File: config.mk
export PLATFORM = sky130hd
export DESIGN_NAME = i32div_prep
export DESIGN_NICKNAME = d
export VERILOG_FILES = /design/src/sv/i32div_pkg.sv /design/src/sv/i32div_prep.sv
export SDC_FILE = /design/constraint.sdc
export NUM_CORES = 1
export LEC_CHECK = 0
export ABC_AREA = 1
export BUFFER_PORTS_ARGS = -buffer_cell sky130_fd_sc_hd__buf_2
export CAP_MARGIN = 20
export CORE_MARGIN = 10
export CORE_UTILIZATION = 45
export CTS_CLUSTER_SIZE = 40
export DETAILED_ROUTE_END_ITERATION = 8
export PLACE_DENSITY = 0.74
export SKIP_LAST_GASP = 1
export SLEW_MARGIN = 15
export SYNTH_ARGS = -nofsm -noshare
export SYNTH_HDL_FRONTEND = slang
export SYNTH_SLANG_ARGS = --single-unit
File: constraint.sdc
create_clock -name clk -period 3.85 [get_ports clk]
set_input_delay 0.1925 -clock clk [delete_from_list [all_inputs] [get_ports clk]]
set_output_delay 0.1925 -clock clk [all_outputs]
set_load 0.01 [all_outputs]
File: src/sv/i32div_pkg.sv
`timescale 1ns / 1ps
// ----------------------------------------------------------------------------
// i32div_pkg
// Shared width and mode constants and the stage record of the pipelined integer divider.
// ----------------------------------------------------------------------------
package i32div_pkg;

  // Operand and result width.
  localparam int unsigned DATA_WIDTH = 32;

  // Division modes.
  localparam logic MODE_UNSIGNED = 1'b0;
  localparam logic MODE_SIGNED   = 1'b1;

  typedef logic [DATA_WIDTH-1:0] word_t;

  // One item as it travels down the divider pipeline.
  //   rem   partial remainder
  //   quo   remaining dividend bits on top, settled quotient bits below
  //   div   divisor magnitude
  //   neg_q negate the quotient at the end
  //   neg_r negate the remainder at the end
  typedef struct packed {
    logic  valid;
    word_t rem;
    word_t quo;
    word_t div;
    logic  neg_q;
    logic  neg_r;
  } stage_t;

endpackage

File: src/sv/i32div_prep.sv
`timescale 1ns / 1ps
// ----------------------------------------------------------------------------
// i32div_prep
// Entry stage: takes operand magnitudes and records the sign fix-up to apply.
// ----------------------------------------------------------------------------
module i32div_prep (
  input  logic                clk,
  input  logic                rst,
  input  logic                en,
  input  logic                in_valid,
  input  i32div_pkg::word_t   dividend,
  input  i32div_pkg::word_t   divisor,
  input  logic                mode,
  output i32div_pkg::stage_t  stg_out
);
  import i32div_pkg::*;

  logic   a_neg;
  logic   b_neg;
  word_t  a_mag;
  word_t  b_mag;
  stage_t stg_next;

  // In signed mode a negative operand is replaced by its two's complement.
  always_comb begin
    a_neg = (mode == MODE_SIGNED) && dividend[DATA_WIDTH-1];
    b_neg = (mode == MODE_SIGNED) && divisor[DATA_WIDTH-1];
    a_mag = a_neg ? word_t'(~dividend + 1'b1) : dividend;
    b_mag = b_neg ? word_t'(~divisor + 1'b1) : divisor;

    stg_next.valid = in_valid;
    stg_next.rem   = '0;
    stg_next.quo   = a_mag;
    stg_next.div   = b_mag;
    stg_next.neg_q = a_neg ^ b_neg;
    stg_next.neg_r = a_neg;
  end

  // Stage register; only the valid bit is reset.
  always_ff @(posedge clk) begin
    if (rst) begin
      stg_out.valid <= 1'b0;
    end else if (en) begin
      stg_out <= stg_next;
    end
  end

endmodule

Word level (Yosys, flattened, before mapping)
Index checks and enable logic that the tools add are counted.

Register bits: 67. Input port bits: 69. Word-level logic and storage cells: 16.

Add/sub/neg operators: 2. Mux-type cells: 2. Bitwise logic cells: 4. Reduce and logical (&&, ||, !) cells: 3.

Operators with widths (count): $add 32x1->32 const B (2); $mux 32 (2); $not 32->32 (2); $logic_and 1x1->1 (2); $reduce_and 2->1 (1); $not 1->1 (1); $xor 1x1->1 (1).

Logic depth before layout (Yosys ltp)
Depth in word-level cells: 3. Depth in mapped cells: 9. Mapped depth without buffers: 9.

Worst setup path after synthesis
OpenSTA, ideal clock, no wires.

Path kind: input -> register. From: input en. To: register stg_out[0] (netlist name) (enable). Library setup time: 0.492 ns. Arrival time: 3.019 ns. Required time: 3.358 ns. Path slack: 0.338 ns. Stages: 2. Cells stage by stage: inv_1 nor2_1.

Word-level cells in the longest chain between the ends: 1.

Ends and longest elaborated chain: start, declared (RTL line i32div_prep.sv:9) `input logic en,`; $reduce_and 2->1 (no source line); end signal, assigned (RTL line i32div_prep.sv:44) `stg_out <= stg_next;`; end, declared (RTL line i32div_prep.sv:14) `output i32div_pkg::stage_t stg_out`.

No other way between the ends. A chain may end at the register's enable or synchronous reset.

Worst setup path in the final report
From: input en. To: register stg_out[64] (netlist name) (enable).

Same word-level chain as after synthesis.

==> impl_metrics.toml <==
[grt]
grt.total_usage = 0.164
grt_pass1_wl_mm = 19.0
grt_overflow = 0
antenna_found_initial = 0
use_met2 = 0.283
grt_max_degree = 42
busiest_layer = "met2"
grt_use_met1 = 0.188
grt_pass1_vias = 3950
grtUsageMet3 = 0.0538

[cts]
cts.path.max_buffers = 2
path_clk_slew_ps = 80
cts_buffers = 9
cts_resized = 0
hold_buffers = 0
cts_tree = "done"
clk_latency_ps = 340
root_buffer = "clkbuf_8"
cts.sinks = 67
h-tree-depth = 3
cts_setup_buffers = 0

[critical_path]
crit_start = "en"
rr_worst_depth = 2
crit_slowest_cell = "buf_4"
cp-endpoint = "stg_out[64]"
cp.arrival_ps = 1490
cp_cell_sequence = "buf_2, inv_1, nor2_4, buf_4"
start_kind = "input port"
critPathMaxFanout = 41
cp-end-kind = "flip-flop"
critical_path_class = "input port to flip-flop"
reg2reg_slack_ps = 3270
crit_path_max_incr_delay_ps = 580
rr_startpoint = "stg_out[98]"
required_ps = 3830
timing.rr.end = "stg_out[98]"

[routing]
drt-initial-drc-count = 169
drc_errors = 0
wire_per_inst_um = 14.0
vias = 3918
routed_via_density = 4.65
drt-total-wl_mm = 11.8
detail-route-antenna-nets = 0
firstDrtPassIters = 5

[timing]
fmax_ghz = 0.662
worst_pin_slew_ps = 715
setup_viol_count_final = 0
setup_tns_ps = 0
maxSlewHeadroom = 0.522
fin_skew_ps = 0
min_period_ps = 1510
finalCritPeriodShare = 0.393
slew_viol_final = 0
rsz0062_at_grt = "no"
hold_viol = 0

[yosys]
netlist_area_um2 = 4400
syn_area_per_cell_um2 = 7.81
synth_area_leaders = "edfxtp_1 45%, nand2_1 16%, nor2_1 8.2%"
synthArstFlopShare = 0
syn_inst = 564
ys_ff_latch = 67
synthFlopType = "edfxtp_1"
yosysMostFrequentCell = "nand2_1"
synthDistinctLibCells = 26
yosysWarnings = 0
yosys-top-cells-count = "186 x nand2_1, 96 x nor2_1, 66 x edfxtp_1"
ys_seq_area_frac = 0.455
synth_top_cell_by_area = "edfxtp_1"
synth_top_area_frac = 0.450
synth_edf_count = 66

[final_layout]
area_growth_pct = 19.7
n_antenna_cell = 0
largest_reg_flops = 67
reg_top3 = "stg_out (67)"
top_register = "stg_out"
final_layout_size_suffix_gt1_frac = 0.265
nNetsFinal = 775
fin_cells = 842

[placed_design]
dp_cells = 826
dp_hpwl_mm = 9.74
io_buffers = 135
finalWeightedCongestion = 0.860

[job]
maxCapViolCount = 0

[die]
num_rows = 36
dieArea_um2 = 14100
die_h_um = 119
initial_utilization = 0.457
ios = 168
core_um2 = 9640
die_w_um = 119

[run_status]
status = "completed"

[pwr]
ir_worst_vdd_v = 0.000164
p_leak_nw = 2.46
p_per_area_nw_per_um2 = 356

[hold_path]
hp-class = "input port to flip-flop"
worst min-delay path by stage:
stage / start / cells past startpoint / end / slack, ps
final: divisor[0] / 1 / stg_out[2] / 40
after global routing: dividend[0] / 1 / stg_out[34] / 20
after CTS: divisor[0] / 1 / stg_out[2] / 30
after detailed placement: divisor[0] / 1 / stg_out[2] / 400
after global placement: divisor[0] / 1 / stg_out[2] / 390
after floorplan: rst / 1 / stg_out[98] / 260
final cells by class:
cell class / instances / area [um2]
multi-input cells: 441 / 2030
well taps: 133 / 166
clock inverters: 7 / 76.3
flip-flops and latches: 67 / 2000
fillers: 958 / 4370
inverters: 49 / 186
repair buffers: 136 / 683
clock buffers: 9 / 124
per-stage QoR:
stage | hold slack, ps | setup slack (ps) | total power, mW | cell area (um2) | util
finish | 39.8 | 2340 | 1.88 | 5270 | 0.547
global route | 24.3 | 2210 | 1.98 | 5270 | 0.547
CTS | 29.0 | 2310 | 1.90 | 5270 | 0.547
detailed placement | 396 | 1930 | 1.29 | 5070 | 0.526
global placement | 386 | 1990 | 1.28 | 5070 | 0.526
floorplan | 262 | 339 | 1.16 | 4520 | -
critical path, delay by kind of cell:
family / cells / cell delay, ps
buf+inv: 3 / 730
simple gates: 1 / 550
cells in the final DEF, fill, tap and decap left out, drive strengths merged, types with 2 or more instances in the layout:
cell type	n
edfxtp	66
conb	32
xnor2	11
clkinvlp	2
o21ai	26
nor2	116
xor2	16
buf	136
nand2	194
inv	51
ha	2
clkbuf	9
nand4	2
a21oi	7
clkinv	2
nand3	34
where the power goes:
group / internal [mW] / total, mW / switching (mW)
logic: 0.135 / 0.380 / 0.246
registers: 0.877 / 0.891 / 0.0141
clock network: 0.303 / 0.604 / 0.300
cell families after synthesis:
kind of cell | Yosys count | share of synthesized area
simple gates | 346 | 0.331
buf+inv | 87 | 0.112
flops | 67 | 0.455
compound gates | 34 | 0.0418
xor+xnor | 27 | 0.0537
fa+ha+maj | 2 | 0.00568
other cells | 1 | 0.000851
metal layers:
metal  routed length [um]  share of wire
met1                 4750           0.40
met2                 5800           0.49
met3                 1040          0.088
met4                  200          0.017
met5                    0              0
Note: power is estimated with default switching activity, not from simulation.
