[config.mk]
export PLATFORM = sky130hd
export DESIGN_NAME = i32div_step
export DESIGN_NICKNAME = d
export VERILOG_FILES = /design/src/sv/i32div_pkg.sv /design/src/sv/i32div_step.sv
export SDC_FILE = /design/constraint.sdc
export NUM_CORES = 1
export LEC_CHECK = 0
export BUFFER_PORTS_ARGS = -buffer_cell sky130_fd_sc_hd__buf_2
export CELL_PAD_IN_SITES_DETAIL_PLACEMENT = 2
export CELL_PAD_IN_SITES_GLOBAL_PLACEMENT = 2
export CORE_MARGIN = 2
export CORE_UTILIZATION = 30
export CTS_BUF_LIST = sky130_fd_sc_hd__clkbuf_8
export DETAILED_ROUTE_END_ITERATION = 16
export PLACE_DENSITY_LB_ADDON = 0.1
export SLEW_MARGIN = 30
export SYNTH_ARGS = -nofsm -noshare
export SYNTH_HDL_FRONTEND = slang
export SYNTH_SLANG_ARGS = --single-unit
[constraint.sdc]
create_clock -name clk -period 5.13 [get_ports clk]
set_input_delay 0.513 -clock clk [delete_from_list [all_inputs] [get_ports clk]]
set_output_delay 0.513 -clock clk [all_outputs]
set_load 0.05 [all_outputs]
[src/sv/i32div_pkg.sv]
`timescale 1ns / 1ps
// ----------------------------------------------------------------------------
// i32div_pkg
// Shared width and mode constants and the stage record of the pipelined integer divider.
// ----------------------------------------------------------------------------
package i32div_pkg;

  // Operand and result width.
  localparam int unsigned DATA_WIDTH = 32;

  // Division modes.
  localparam logic MODE_UNSIGNED = 1'b0;
  localparam logic MODE_SIGNED   = 1'b1;

  typedef logic [DATA_WIDTH-1:0] word_t;

  // One item as it travels down the divider pipeline.
  //   rem   partial remainder
  //   quo   remaining dividend bits on top, settled quotient bits below
  //   div   divisor magnitude
  //   neg_q negate the quotient at the end
  //   neg_r negate the remainder at the end
  typedef struct packed {
    logic  valid;
    word_t rem;
    word_t quo;
    word_t div;
    logic  neg_q;
    logic  neg_r;
  } stage_t;

endpackage

[src/sv/i32div_step.sv]
`timescale 1ns / 1ps
// ----------------------------------------------------------------------------
// i32div_step
// One restoring division step: settles one quotient bit and registers it.
// ----------------------------------------------------------------------------
module i32div_step (
  input  logic                clk,
  input  logic                rst,
  input  logic                en,
  input  i32div_pkg::stage_t  stg_in,
  output i32div_pkg::stage_t  stg_out
);
  import i32div_pkg::*;

  logic [DATA_WIDTH:0]   trial;
  logic [DATA_WIDTH+1:0] diff;
  logic                  borrow;
  stage_t                stg_next;

  // Shift the next dividend bit into the partial remainder and try to
  // subtract the divisor; keep the difference only when it does not borrow.
  always_comb begin
    trial  = {stg_in.rem, stg_in.quo[DATA_WIDTH-1]};
    diff   = {1'b0, trial} - {2'b00, stg_in.div};
    borrow = diff[DATA_WIDTH+1];

    stg_next     = stg_in;
    stg_next.rem = borrow ? trial[DATA_WIDTH-1:0] : diff[DATA_WIDTH-1:0];
    stg_next.quo = {stg_in.quo[DATA_WIDTH-2:0], ~borrow};
  end

  // Stage register; only the valid bit is reset.
  always_ff @(posedge clk) begin
    if (rst) begin
      stg_out.valid <= 1'b0;
    end else if (en) begin
      stg_out <= stg_next;
    end
  end

endmodule

== Word level (Yosys, flattened, before mapping) ==
Cells that the tools add are included.

* Flip-flop bits (word level): 99
* Input bits: 102
* Output and inout bits: 99
* Word-level logic and storage cells: 11

* $add $sub $neg: 1
* Mux-type cells: 1
* Bitwise operators: 2
* Reductions and logical operators: 1

{| class="wikitable"
|+ Operator list
! cell !! number
|-
| 33-bit by 32-bit subtractor with 34-bit output || 1
|-
| 32-bit two-way mux || 1
|-
| 1-bit inverter || 2
|-
| 2-bit AND reduction || 1
|}

== Logic depth before layout (Yosys ltp) ==
* Depth in word-level cells: 2
* Depth in mapped cells: 12
* Gate-level depth less buffers: 12

== Worst setup path after synthesis ==
No wires, ideal clock.

* Path kind: input port to flip-flop
* Start: in rst
* End: reg stg_out[0] (netlist name) (enable)
* Setup time: 569 ps
* Data arrival time: 4873 ps
* Data required time: 4561 ps
* Slack: -311 ps
* Cell stages on the path: 1
* Buffers on the path: 0
* Cell sequence: nor2b_1

* Longest elaborated chain between the ends: 2

{| class="wikitable"
|+ RTL lines
! element !! line !! text
|-
| start, declared || i32div_step.sv:8 || <nowiki>input logic rst,</nowiki>
|-
| 1-bit inverter (no source line) || - ||
|-
| 2-bit AND reduction (no source line) || - ||
|-
| end signal, assigned || i32div_step.sv:37 || <nowiki>stg_out <= stg_next;</nowiki>
|-
| end, declared || i32div_step.sv:11 || <nowiki>output i32div_pkg::stage_t stg_out</nowiki>
|}

Every way passes these cells.
A chain may end at the register's enable or synchronous reset.

==> run summary <==
- instance area at placement: 0.006681 mm²
- path type of the worst setup path: in2reg
- total leakage power: 3.078 nW
- via total after detailed routing: 4160
- dominant synthesized flop cell: sky130_fd_sc_hd__edfxtp_1
- Synth async-reset ratio: 0%
- post-synthesis net count: 555
- area fraction of the dominant cell type after synthesis: 53.12%
- vertical die dimension: 139.9 µm
- sequential element share of the synthesized area: 53.48%
- share of cells above drive strength 1: 42.54%
- first-pass GRT wire length: 25.33 mm
- cell area after technology mapping: 0.005540 mm²
- Syn Inst Count: 420
- Routed Antenna Nets: 0
- placer's final routability congestion estimate: 0.7336
- Post-CTS Repair Setup Buffers: 0
- clock root buffer master: sky130_fd_sc_hd__clkbuf_8
- Total Nets Final: 760
- Final Core Density: 38.41%
- Total Neg Setup Slack: 0 ns
- insertion delay to the later sink of the worst-skew pair: 0.38 ns
- Top-Level Pins: 201
- hold_buf cts: 0
- average cell area after synthesis: 13.19 µm²
- Achievable Freq: 296.4 MHz
- number of flops mapped to enable cells by yosys: 98
- Total Routed Length: 16.22 mm
- largest cells by area after synthesis: sky130_fd_sc_hd__edfxtp_1 (53%), sky130_fd_sc_hd__mux2_4 (7.3%), sky130_fd_sc_hd__ha_1 (7.2%)
- post-synthesis cell type with the largest combined area: sky130_fd_sc_hd__edfxtp_1
- worst supply voltage drop on vdd: 0.0001723 V
- unrepaired setup endpoints after global routing: false
- row count: 49
- CTS-repair resized insts: 0
- number of antenna violations at the first check in global routing: 1
- worst min-delay path category: in2reg
- number of buffers created by CTS: 9
- count of clock tree sinks: 99
- largest net degree at the start of global routing: 38
- CTS max path bufs: 2
- CTS tree: built
- largest registers ranked by flip-flop count: stg_out: 99 flops
- iteration count of the initial detailed-routing pass: 4
- final critical-path required period: 3.374 ns
- Max-Cap Viols: 0
- Worst-Margin Slew: 0.6436 ns
- Post-Place Setup Slack: 1.324 ns
- # fillers: 1937
- detailed-route wire length per cell: 18.86 µm
- Period Utilization, post-route: 65.77%
- worst clock skew: 0 ns
- Setup-failing EPs final: 0
- Layout area overhead: 24.98%
- ratio of routed vias to standard cells: 4.837
- CP endpoint kind: flip-flop
- Yosys cell types: 61
- count of synthesis-stage warnings from yosys: 0
- Max Slew Vio Count: 0
- Worst-path clk slew: 0.12 ns
- flop and latch count out of synthesis: 99
- Worst Path Arrival: 3.52 ns
- register containing the most flip-flops in the final layout: stg_out
- port buffer count: 200
- HPWL after detailed placement: 12.69 mm
- number of DRC markers in iteration 0: 136
- number of flip-flops in the largest register: 99
- final standard cell area without fillers: 0.006924 mm²
- DIE AREA: 0.01957 mm²
- power per standard cell area: 330.3 mW/mm²
- worst slew slack as a fraction of its limit: 56.71%
- Max Fanout on Critical Path: 24
- kind of start point of the critical path: primary input
- Data required, critical path: 5.28 ns
- drc violations: 0
- final worst slack: 1.756 ns
- overall fraction of global-route tracks in use: 16.53%
- outcome: complete, no violations
- number of levels in the clock H-tree: 3
- leading cell types in the layout, fill and taps excluded: sky130_fd_sc_hd__buf_2 (200), sky130_fd_sc_hd__edfxtp_1 (98), sky130_fd_sc_hd__inv_1 (37)
- Die W: 139.9 µm
- most common cell after layout, fill and taps aside: sky130_fd_sc_hd__buf_2
- final total power: 0.002287 W
- final hold violation count: 0
- effective utilization at floorplan: 30.74%
- number of global-route vias before repair: 4623
- Core Footprint: 0.01802 mm²
- remaining global-route overflow: 0
==> synth_stat cells, types with 3 or more instances <==
| master | number |
|---|---|
| sky130_fd_sc_hd__a31oi_1 | 3 |
| sky130_fd_sc_hd__nand4_1 | 4 |
| sky130_fd_sc_hd__buf_12 | 4 |
| sky130_fd_sc_hd__ha_1 | 32 |
| sky130_fd_sc_hd__and2_1 | 3 |
| sky130_fd_sc_hd__inv_1 | 37 |
| sky130_fd_sc_hd__mux2i_1 | 4 |
| sky130_fd_sc_hd__nand2_1 | 26 |
| sky130_fd_sc_hd__nor2_1 | 16 |
| sky130_fd_sc_hd__a21oi_1 | 27 |
| sky130_fd_sc_hd__o21ai_0 | 13 |
| sky130_fd_sc_hd__nand3_1 | 5 |
| sky130_fd_sc_hd__o31ai_1 | 4 |
| sky130_fd_sc_hd__xnor2_1 | 15 |
| sky130_fd_sc_hd__nor3_1 | 4 |
| sky130_fd_sc_hd__edfxtp_1 | 98 |
| sky130_fd_sc_hd__and3_1 | 5 |
| sky130_fd_sc_hd__nor2b_1 | 5 |
| sky130_fd_sc_hd__o21bai_1 | 4 |
| sky130_fd_sc_hd__o21a_1 | 6 |
| sky130_fd_sc_hd__a21o_1 | 8 |
| sky130_fd_sc_hd__a21boi_0 | 3 |
| sky130_fd_sc_hd__o211ai_1 | 4 |
| sky130_fd_sc_hd__a211oi_1 | 5 |
| sky130_fd_sc_hd__xor2_1 | 9 |
| sky130_fd_sc_hd__mux2_4 | 27 |
| sky130_fd_sc_hd__and3_2 | 3 |
==> stage by stage <==
| step | instances | hold WS, ns |
|---|---|---|
| 2_1_floorplan | 420 | 0.5854 |
| 3_3_place_gp | 842 | 0.4703 |
| 3_5_place_dp | 842 | 0.5015 |
| 4_1_cts | 858 | 0.2621 |
| 5_1_grt | 860 | 0.2588 |
| 6_report | 860 | 0.2832 |
==> where the power goes <==
group	total, W	leakage [nW]	internal [W]	switching, W
combinational	0.000730	2.05	0.000254	0.000475
sequential	0.000989	0.929	0.000973	0.0000166
clock	0.000568	0.104	0.000237	0.000331
total	0.00229	3.08	0.00146	0.000823
==> worst max-delay path: stages <==
cell and delay (ns):
sky130_fd_sc_hd__buf_2 0.09, sky130_fd_sc_hd__inv_1 0.04, sky130_fd_sc_hd__ha_1 0.46, sky130_fd_sc_hd__and3_1 0.36, sky130_fd_sc_hd__nand3_2 0.11, sky130_fd_sc_hd__or4_4 0.57
sky130_fd_sc_hd__o21bai_4 0.14, sky130_fd_sc_hd__a21oi_2 0.09, sky130_fd_sc_hd__a31oi_4 0.46, sky130_fd_sc_hd__buf_12 0.31, sky130_fd_sc_hd__mux2_2 0.36
==> per-layer routing <==
| metal | part of all wire, % | vias to the layer above | global-route usage (%) |
|---|---|---|---|
| met5 | 0 | - | 0 |
| li1 | - | 1992 | - |
| met4 | 1.9 | 0 | 5.421 |
| met1 | 43 | 2033 | 20.31 |
| met3 | 3.9 | 17 | 2.803 |
| met2 | 51 | 118 | 29.47 |
==> kinds of logic after synthesis <==
family                   synth area share [%]
AND/OR/NAND/NOR                         8.062
AO/OA/AOI/OAI                           12.71
XOR/XNOR                                3.794
flip-flops                              53.48
buffers and inverters                   5.917
multiplexers                            8.446
adder cells (fa/ha/maj)                 7.588
==> layout make-up <==
class	count	area, µm²	share of cell area [%]
multi-input cells	274	2257	32.60
clock buffers	9	123.9	1.789
flip-flops and latches	99	2963	42.79
diodes	1	2.502	0.03614
repair buffers	204	1064	15.36
well taps	229	286.5	4.138
clock inverters	7	88.84	1.283
inverters	37	138.9	2.006
==> worst paths after layout <==
| check | startpoint | endpoint | slack [ns] | cells after the start |
|---|---|---|---|---|
| max | stg_in[23] | stg_out[68] | 1.76 | 11 |
| max reg2reg | stg_out[98] | stg_out[98] | 4.52 | 2 |
| min reg2reg | stg_out[98] | stg_out[98] | 0.53 | 2 |
| min | stg_in[55] | stg_out[56] | 0.28 | 1 |
(Power assumes the default switching activity.)
