--- config.mk ---
export PLATFORM = sky130hd
export DESIGN_NAME = i32div_fix_flat
export DESIGN_NICKNAME = d
export VERILOG_FILES = /design/src/sv/i32div_pkg.sv /design/src/sv/i32div_rsp_if.sv /design/src/sv/i32div_fix.sv /design/src/flat_wrapper.sv
export SDC_FILE = /design/constraint.sdc
export NUM_CORES = 1
export LEC_CHECK = 0
export ABC_AREA = 0
export BUFFER_PORTS_ARGS = -buffer_cell sky130_fd_sc_hd__buf_2
export CORE_ASPECT_RATIO = 0.7
export CORE_MARGIN = 2
export CORE_UTILIZATION = 46
export DETAILED_ROUTE_END_ITERATION = 8
export PLACE_DENSITY = 0.83
export SKIP_CTS_REPAIR_TIMING = 1
export SLEW_MARGIN = 30
export SYNTH_ARGS = -nofsm -noshare
export SYNTH_HDL_FRONTEND = slang
export SYNTH_SLANG_ARGS = --single-unit
--- constraint.sdc ---
create_clock -name clk -period 2.64 [get_ports clk]
set_clock_uncertainty 0.05 [all_clocks]
set_input_delay 0.528 -clock clk [delete_from_list [all_inputs] [get_ports clk]]
set_output_delay 0.528 -clock clk [all_outputs]
set_load 0.05 [all_outputs]
--- src/sv/i32div_pkg.sv ---
`timescale 1ns / 1ps
// ----------------------------------------------------------------------------
// i32div_pkg
// Shared width and mode constants and the stage record of the pipelined integer divider.
// ----------------------------------------------------------------------------
package i32div_pkg;

  // Operand and result width.
  localparam int unsigned DATA_WIDTH = 32;

  // Division modes.
  localparam logic MODE_UNSIGNED = 1'b0;
  localparam logic MODE_SIGNED   = 1'b1;

  typedef logic [DATA_WIDTH-1:0] word_t;

  // One item as it travels down the divider pipeline.
  //   rem   partial remainder
  //   quo   remaining dividend bits on top, settled quotient bits below
  //   div   divisor magnitude
  //   neg_q negate the quotient at the end
  //   neg_r negate the remainder at the end
  typedef struct packed {
    logic  valid;
    word_t rem;
    word_t quo;
    word_t div;
    logic  neg_q;
    logic  neg_r;
  } stage_t;

endpackage

--- src/sv/i32div_rsp_if.sv ---
`timescale 1ns / 1ps
// ----------------------------------------------------------------------------
// i32div_rsp_if
// Response channel of the divider: one item holds quotient and remainder.
// ----------------------------------------------------------------------------
interface i32div_rsp_if;
  import i32div_pkg::*;

  logic  valid;
  logic  ready;
  word_t quotient;
  word_t remainder;

  modport source (output valid, output quotient, output remainder, input ready);
  modport sink   (input valid, input quotient, input remainder, output ready);
endinterface

--- src/sv/i32div_fix.sv ---
`timescale 1ns / 1ps
// ----------------------------------------------------------------------------
// i32div_fix
// Exit stage: applies the sign fix-up and holds the result for the consumer.
// ----------------------------------------------------------------------------
module i32div_fix (
  input  logic                clk,
  input  logic                rst,
  input  logic                en,
  input  i32div_pkg::stage_t  stg_in,
  i32div_rsp_if.source        rsp
);
  import i32div_pkg::*;

  word_t q_next;
  word_t r_next;

  // Negate the magnitudes where the operand signs call for it.
  always_comb begin
    q_next = stg_in.neg_q ? word_t'(~stg_in.quo + 1'b1) : stg_in.quo;
    r_next = stg_in.neg_r ? word_t'(~stg_in.rem + 1'b1) : stg_in.rem;
  end

  // Output register.
  always_ff @(posedge clk) begin
    if (rst) begin
      rsp.valid <= 1'b0;
    end else if (en) begin
      rsp.valid <= stg_in.valid;
    end
    if (en) begin
      rsp.quotient  <= q_next;
      rsp.remainder <= r_next;
    end
  end

endmodule

--- src/flat_wrapper.sv ---
// flat-port wrapper written by rule: the top's interface ports become plain ports
module i32div_fix_flat import i32div_pkg::*;
  (clk, rst, en, stg_in, rsp_valid, rsp_quotient, rsp_remainder, rsp_ready);
  i32div_rsp_if rsp_i ();
  input  logic clk;
  input  logic rst;
  input  logic en;
  input  i32div_pkg::stage_t stg_in;
  output wire logic [$bits(rsp_i.valid)-1:0] rsp_valid;
  output wire logic [$bits(rsp_i.quotient)-1:0] rsp_quotient;
  output wire logic [$bits(rsp_i.remainder)-1:0] rsp_remainder;
  input wire logic [$bits(rsp_i.ready)-1:0] rsp_ready;
  assign rsp_valid = rsp_i.valid;
  assign rsp_quotient = rsp_i.quotient;
  assign rsp_remainder = rsp_i.remainder;
  assign rsp_i.ready = rsp_ready;
  i32div_fix u_core (.clk(clk), .rst(rst), .en(en), .stg_in(stg_in), .rsp(rsp_i));
endmodule
== Word level (Yosys, flattened, before mapping) ==
Index checks and enable logic that the tools add are counted.

* $add $sub $neg: 2
* Mux-type cells: 2
* Bitwise gates (word level): 2

{| class="wikitable"
|+ Operators with widths
! operator !! count
|-
| 32-bit by 1-bit adder with 32-bit output (second input constant) || 2
|-
| 32-bit two-way mux || 2
|-
| 32-bit NOT || 2
|}

* Bits in registers: 65
* Bits of input ports: 103
* Word-level logic and storage cells: 9

== Depth between registers and ports, before layout ==
* Depth after elaboration: 3
* Gate-level depth with buffers: 7
* Mapped depth without buffers: 7

== Least setup slack after synthesis ==
Ideal clock, no wire load.

* Path type: input port to flip-flop
* Start: input port stg_in[38] in the netlist's numbering
* End: register u_core.rsp.quotient[16] (data pin)
* Setup time: 0.258 ns
* Arrival time: 2.020 ns
* Required time: 2.332 ns
* Path slack: 0.312 ns
* Stages on the path: 5
* Cells stage by stage: or4_4 > or3_4 > or3_4 > o21ai_2 > xnor2_1

* Longest elaborated chain between the ends: 3

{| class="wikitable"
|+ RTL lines
! what !! line !! text
|-
| start, declared || flat_wrapper.sv:8 || <nowiki>input i32div_pkg::stage_t stg_in;</nowiki>
|-
| 32-bit NOT || i32div_fix.sv:20 || <nowiki>q_next = stg_in.neg_q ? word_t'(~stg_in.quo + 1'b1) : stg_in.quo;</nowiki>
|-
| 32-bit by 1-bit adder with 32-bit output || i32div_fix.sv:20 ||
|-
| 32-bit two-way mux || i32div_fix.sv:20 ||
|-
| via u_core.q_next[16] || i32div_fix.sv:15 || <nowiki>word_t q_next;</nowiki>
|-
| end signal, assigned || i32div_fix.sv:32 || <nowiki>rsp.quotient <= q_next;</nowiki>
|-
| end, declared || i32div_rsp_if.sv:14 || <nowiki>modport source (output valid, output quotient, output remainder, input ready);</nowiki>
|}

The timed path passes the listed nets, and every way through them passes these cells.
A chain may end at the register's enable or synchronous reset.

== Worst setup path after layout ==
* Start: input port stg_in[78] in the netlist's numbering
* End: register u_core.rsp.remainder[29] (data pin)

* Longest elaborated chain between the ends: 3

{| class="wikitable"
|+ RTL lines
! what !! line !! text
|-
| 32-bit NOT || i32div_fix.sv:21 || <nowiki>r_next = stg_in.neg_r ? word_t'(~stg_in.rem + 1'b1) : stg_in.rem;</nowiki>
|-
| 32-bit by 1-bit adder with 32-bit output || i32div_fix.sv:21 ||
|-
| 32-bit two-way mux || i32div_fix.sv:21 ||
|-
| via u_core.r_next[29] || i32div_fix.sv:16 || <nowiki>word_t r_next;</nowiki>
|-
| end signal, assigned || i32div_fix.sv:33 || <nowiki>rsp.remainder <= r_next;</nowiki>
|-
| end, declared || i32div_rsp_if.sv:14 ||
|}

The timed path passes the listed nets, and every way through them passes these cells.

==> summary.txt <==
Route
  – Antenna-violating nets left: 0
  – Vias per cell: 5.12
  – DRC violations left: 0
  – DRT Pass-1 Iters: 4
  – Drt total wl: 7580 um
  – Routed WL per cell: 15.1 um
  – Via count: 2568
  – 1st-iter DRT viols: 104

Timing
  – Final Hold Viols: 0
  – Pins Over Slew Limit: 0
  – Slew @ Worst Pin: 556 ps
  – Fmax: 439 MHz
  – Total Neg Setup Slack: 0 ps
  – Post-route clock period utilization: 0.862
  – Minimum clock period: 2280 ps
  – RSZ-0062 raised after global routing: false
  – Slew HR: 0.629
  – Finish-stage setup viols: 0

Power and ir drop
  – Total power: 3.07 mW
  – Internal power: 2.09 mW
  – Max VDD drop: 344 uV
  – Lkg Pwr: 1.66 nW
  – NetSw: 985 uW
  – Clk pwr share: 0.334
  – Sequential share of power: 0.419
  – Switching part of the total: 0.321
  – Cell Pwr Density: 699 nW/um^2
  – Comb pwr share: 0.247

Finish
  – Share of cells above drive strength 1: 0.421
  – Area grow syn2layout: 30.8%
  – Fin nets: 504
  – Most frequent cells in the layout: 134 x buf_2, 64 x edfxtp_1, 60 x xnor2_1, 21 x o21ai_0, 17 x nand2_1
  – Ant. Diodes: 0
  – Most common cell after layout, fill and taps aside: buf_2

Synth
  – Sequential element share of the synthesized area: 0.577
  – Count of cell types in the netlist: 30
  – Cells after Synth: 259
  – Synth Register Bits: 65
  – Yosys top cell by area: edfxtp_1
  – Yosys top cell area share: 0.571
  – Area of the mapped netlist: 3360 um^2
  – Syn_nets: 364
  – Synth top area cells: edfxtp_1 57%, xnor2_1 16%, o31ai_1 3.3%, o21ai_0 3.1%, o41ai_1 2.6%
  – Syn Area/Cell: 13.0 um^2
  – Synth Warn #: 0

Floorplan
  – # rows: 26
  – Core Region: 7190 um^2
  – Chip Width: 106 um
  – Initial Util: 0.468
  – Die area: 8020 um^2
  – Height of the die: 75.5 um
  – IO Pins: 168

Setup path
  – Critical Path AT: 2290 ps
  – Critical Path RT: 2660 ps
  – CP Class: input pin to flop
  – Reg2reg end: u_core.rsp.valid
  – Worst Setup Start Kind: input pin
  – Crit Reg-Reg Startpoint: u_core.rsp.valid
  – Worst setup EP type: flop
  – Worst Reg2Reg Path Length in Cells: 2
  – R2R setup slack: 1990 ps
  – Critical path fanouts, max: 8

Global routing
  – Initial antenna violation count: 0
  – Grt total ovfl: 0
  – Number of global-route vias before repair: 2488
  – Largest net degree at the start of global routing: 66
  – Overall Global Routing Usage: 0.192
  – First-pass GRT wire length: 11800 um

Placement
  – Port bufs: 134
  – Hpwl dp: 5670 um
  – RD Place Congestion: 0.829

Worst hold path
  – Worst hold path class: input pin to flop
  – WHS Path Cells: 2
  – Hold path start: rst
  – Hold endpoint: u_core.rsp.valid

CTS
  – Clk pin slew, worst setup/hold paths: 70 ps
  – CTS H-tree depth: 3
  – TritonCTS clock tree: yes
  – Num CTS Buffers: 9
  – CTS sink count: 65
  – Clock Tree Buf Depth: 2
  – Clk_lat worst skew: 330 ps
  – CTS root buffer: clkbuf_8

Flow run
  – Total of max-cap violations: 0

Status
  – Run status: complete, no violations
[logic make-up (layout without fill, tap and decap cells)]
logic type | Yosys count | in the layout | share of synthesized area
AOI/OAI and AO/OA | 52 | 52 | 0.115
xor gates and xnor gates | 60 | 60 | 0.156
buffers and inverters | 13 | 158 | 0.0145
muxes | 1 | 1 | 0.00298
adders and majority gates | 2 | 2 | 0.00744
DFF | 65 | 65 | 0.577
and+or+nand+nor | 66 | 66 | 0.126
[per-layer routing]
layer | global-route usage | wire [um] | up-vias | part of all wire
li1 | - | - | 1268 | -
met1 | 0.257 | 3460 | 1217 | 0.46
met2 | 0.303 | 3670 | 75 | 0.48
met3 | 0.0445 | 359 | 8 | 0.047
met4 | 0.0892 | 97 | 0 | 0.013
met5 | 0 | 0 | - | 0
[flip-flops by register name, indices dropped and copies added (netlist names)]
register              count
u_core.rsp.quotient      32
u_core.rsp.remainder     32
u_core.rsp.valid          1
[layout make-up]
class | count | area [um^2]
Sequential cell | 65 | 1940
Clock inverter | 7 | 118
Tap cell | 98 | 123
Inverter | 6 | 22.5
Fill cell | 594 | 2790
Clock buffer | 9 | 124
Timing Repair Buffer | 136 | 698
Multi-Input combinational cell | 181 | 1370
[worst max path at each step]
stage | start | endpoint | cells past startpoint
detailed placement | stg_in[78] | u_core.rsp.remainder[29] | 6
finish | stg_in[78] | u_core.rsp.remainder[29] | 6
CTS | stg_in[78] | u_core.rsp.remainder[29] | 6
global route | stg_in[44] | u_core.rsp.quotient[20] | 6
floorplan | stg_in[38] | u_core.rsp.quotient[16] | 5
global placement | stg_in[44] | u_core.rsp.quotient[20] | 6
[critical path: stages]
cell and delay [ps]:
buf_2 140, or4_1 540, nor3_2 210, nand2_1 260, o41ai_1 470, xnor2_1 140
[per-stage QoR]
step           instance area [um^2]  utilization  hold WS, ps  cells  worst slack, ps
5_1_grt                        4400        0.612          275    502              254
3_3_place_gp                   4160        0.578          425    486              105
3_5_place_dp                   4160        0.578          456    486             33.7
2_1_floorplan                  3360            -          550    259              312
4_1_cts                        4400        0.612          270    502              401
6_report                       4400        0.612          290    502              364
[cells in the mapped netlist]
master,instances
a41o_1,1
buf_1,2
clkbuf_1,5
dfxtp_1,1
edfxtp_1,64
ha_1,2
inv_1,6
mux2i_1,1
nand2_1,17
nand2b_1,3
nand3_1,2
nand3b_1,3
nand4_1,1
nor2_1,9
nor3_1,4
nor3_2,1
nor4_1,1
nor4_4,2
o21ai_0,21
o21ai_2,2
o31ai_1,15
o31ai_4,1
o41ai_1,10
o41ai_2,2
or2_2,2
or3_1,7
or3_4,4
or4_1,6
or4_4,4
xnor2_1,60
[power by group through the flow]
stage               Combinational (mW)  Clock (mW)  Sequential (mW)
floorplan                        0.144           0             1.70
global placement                 0.748           0             1.31
CTS                              0.760        1.05             1.29
finish                           0.759        1.03             1.29
detailed placement               0.759           0             1.31
global route                     0.800        1.09             1.30
Power figures use the tool's default switching activity.
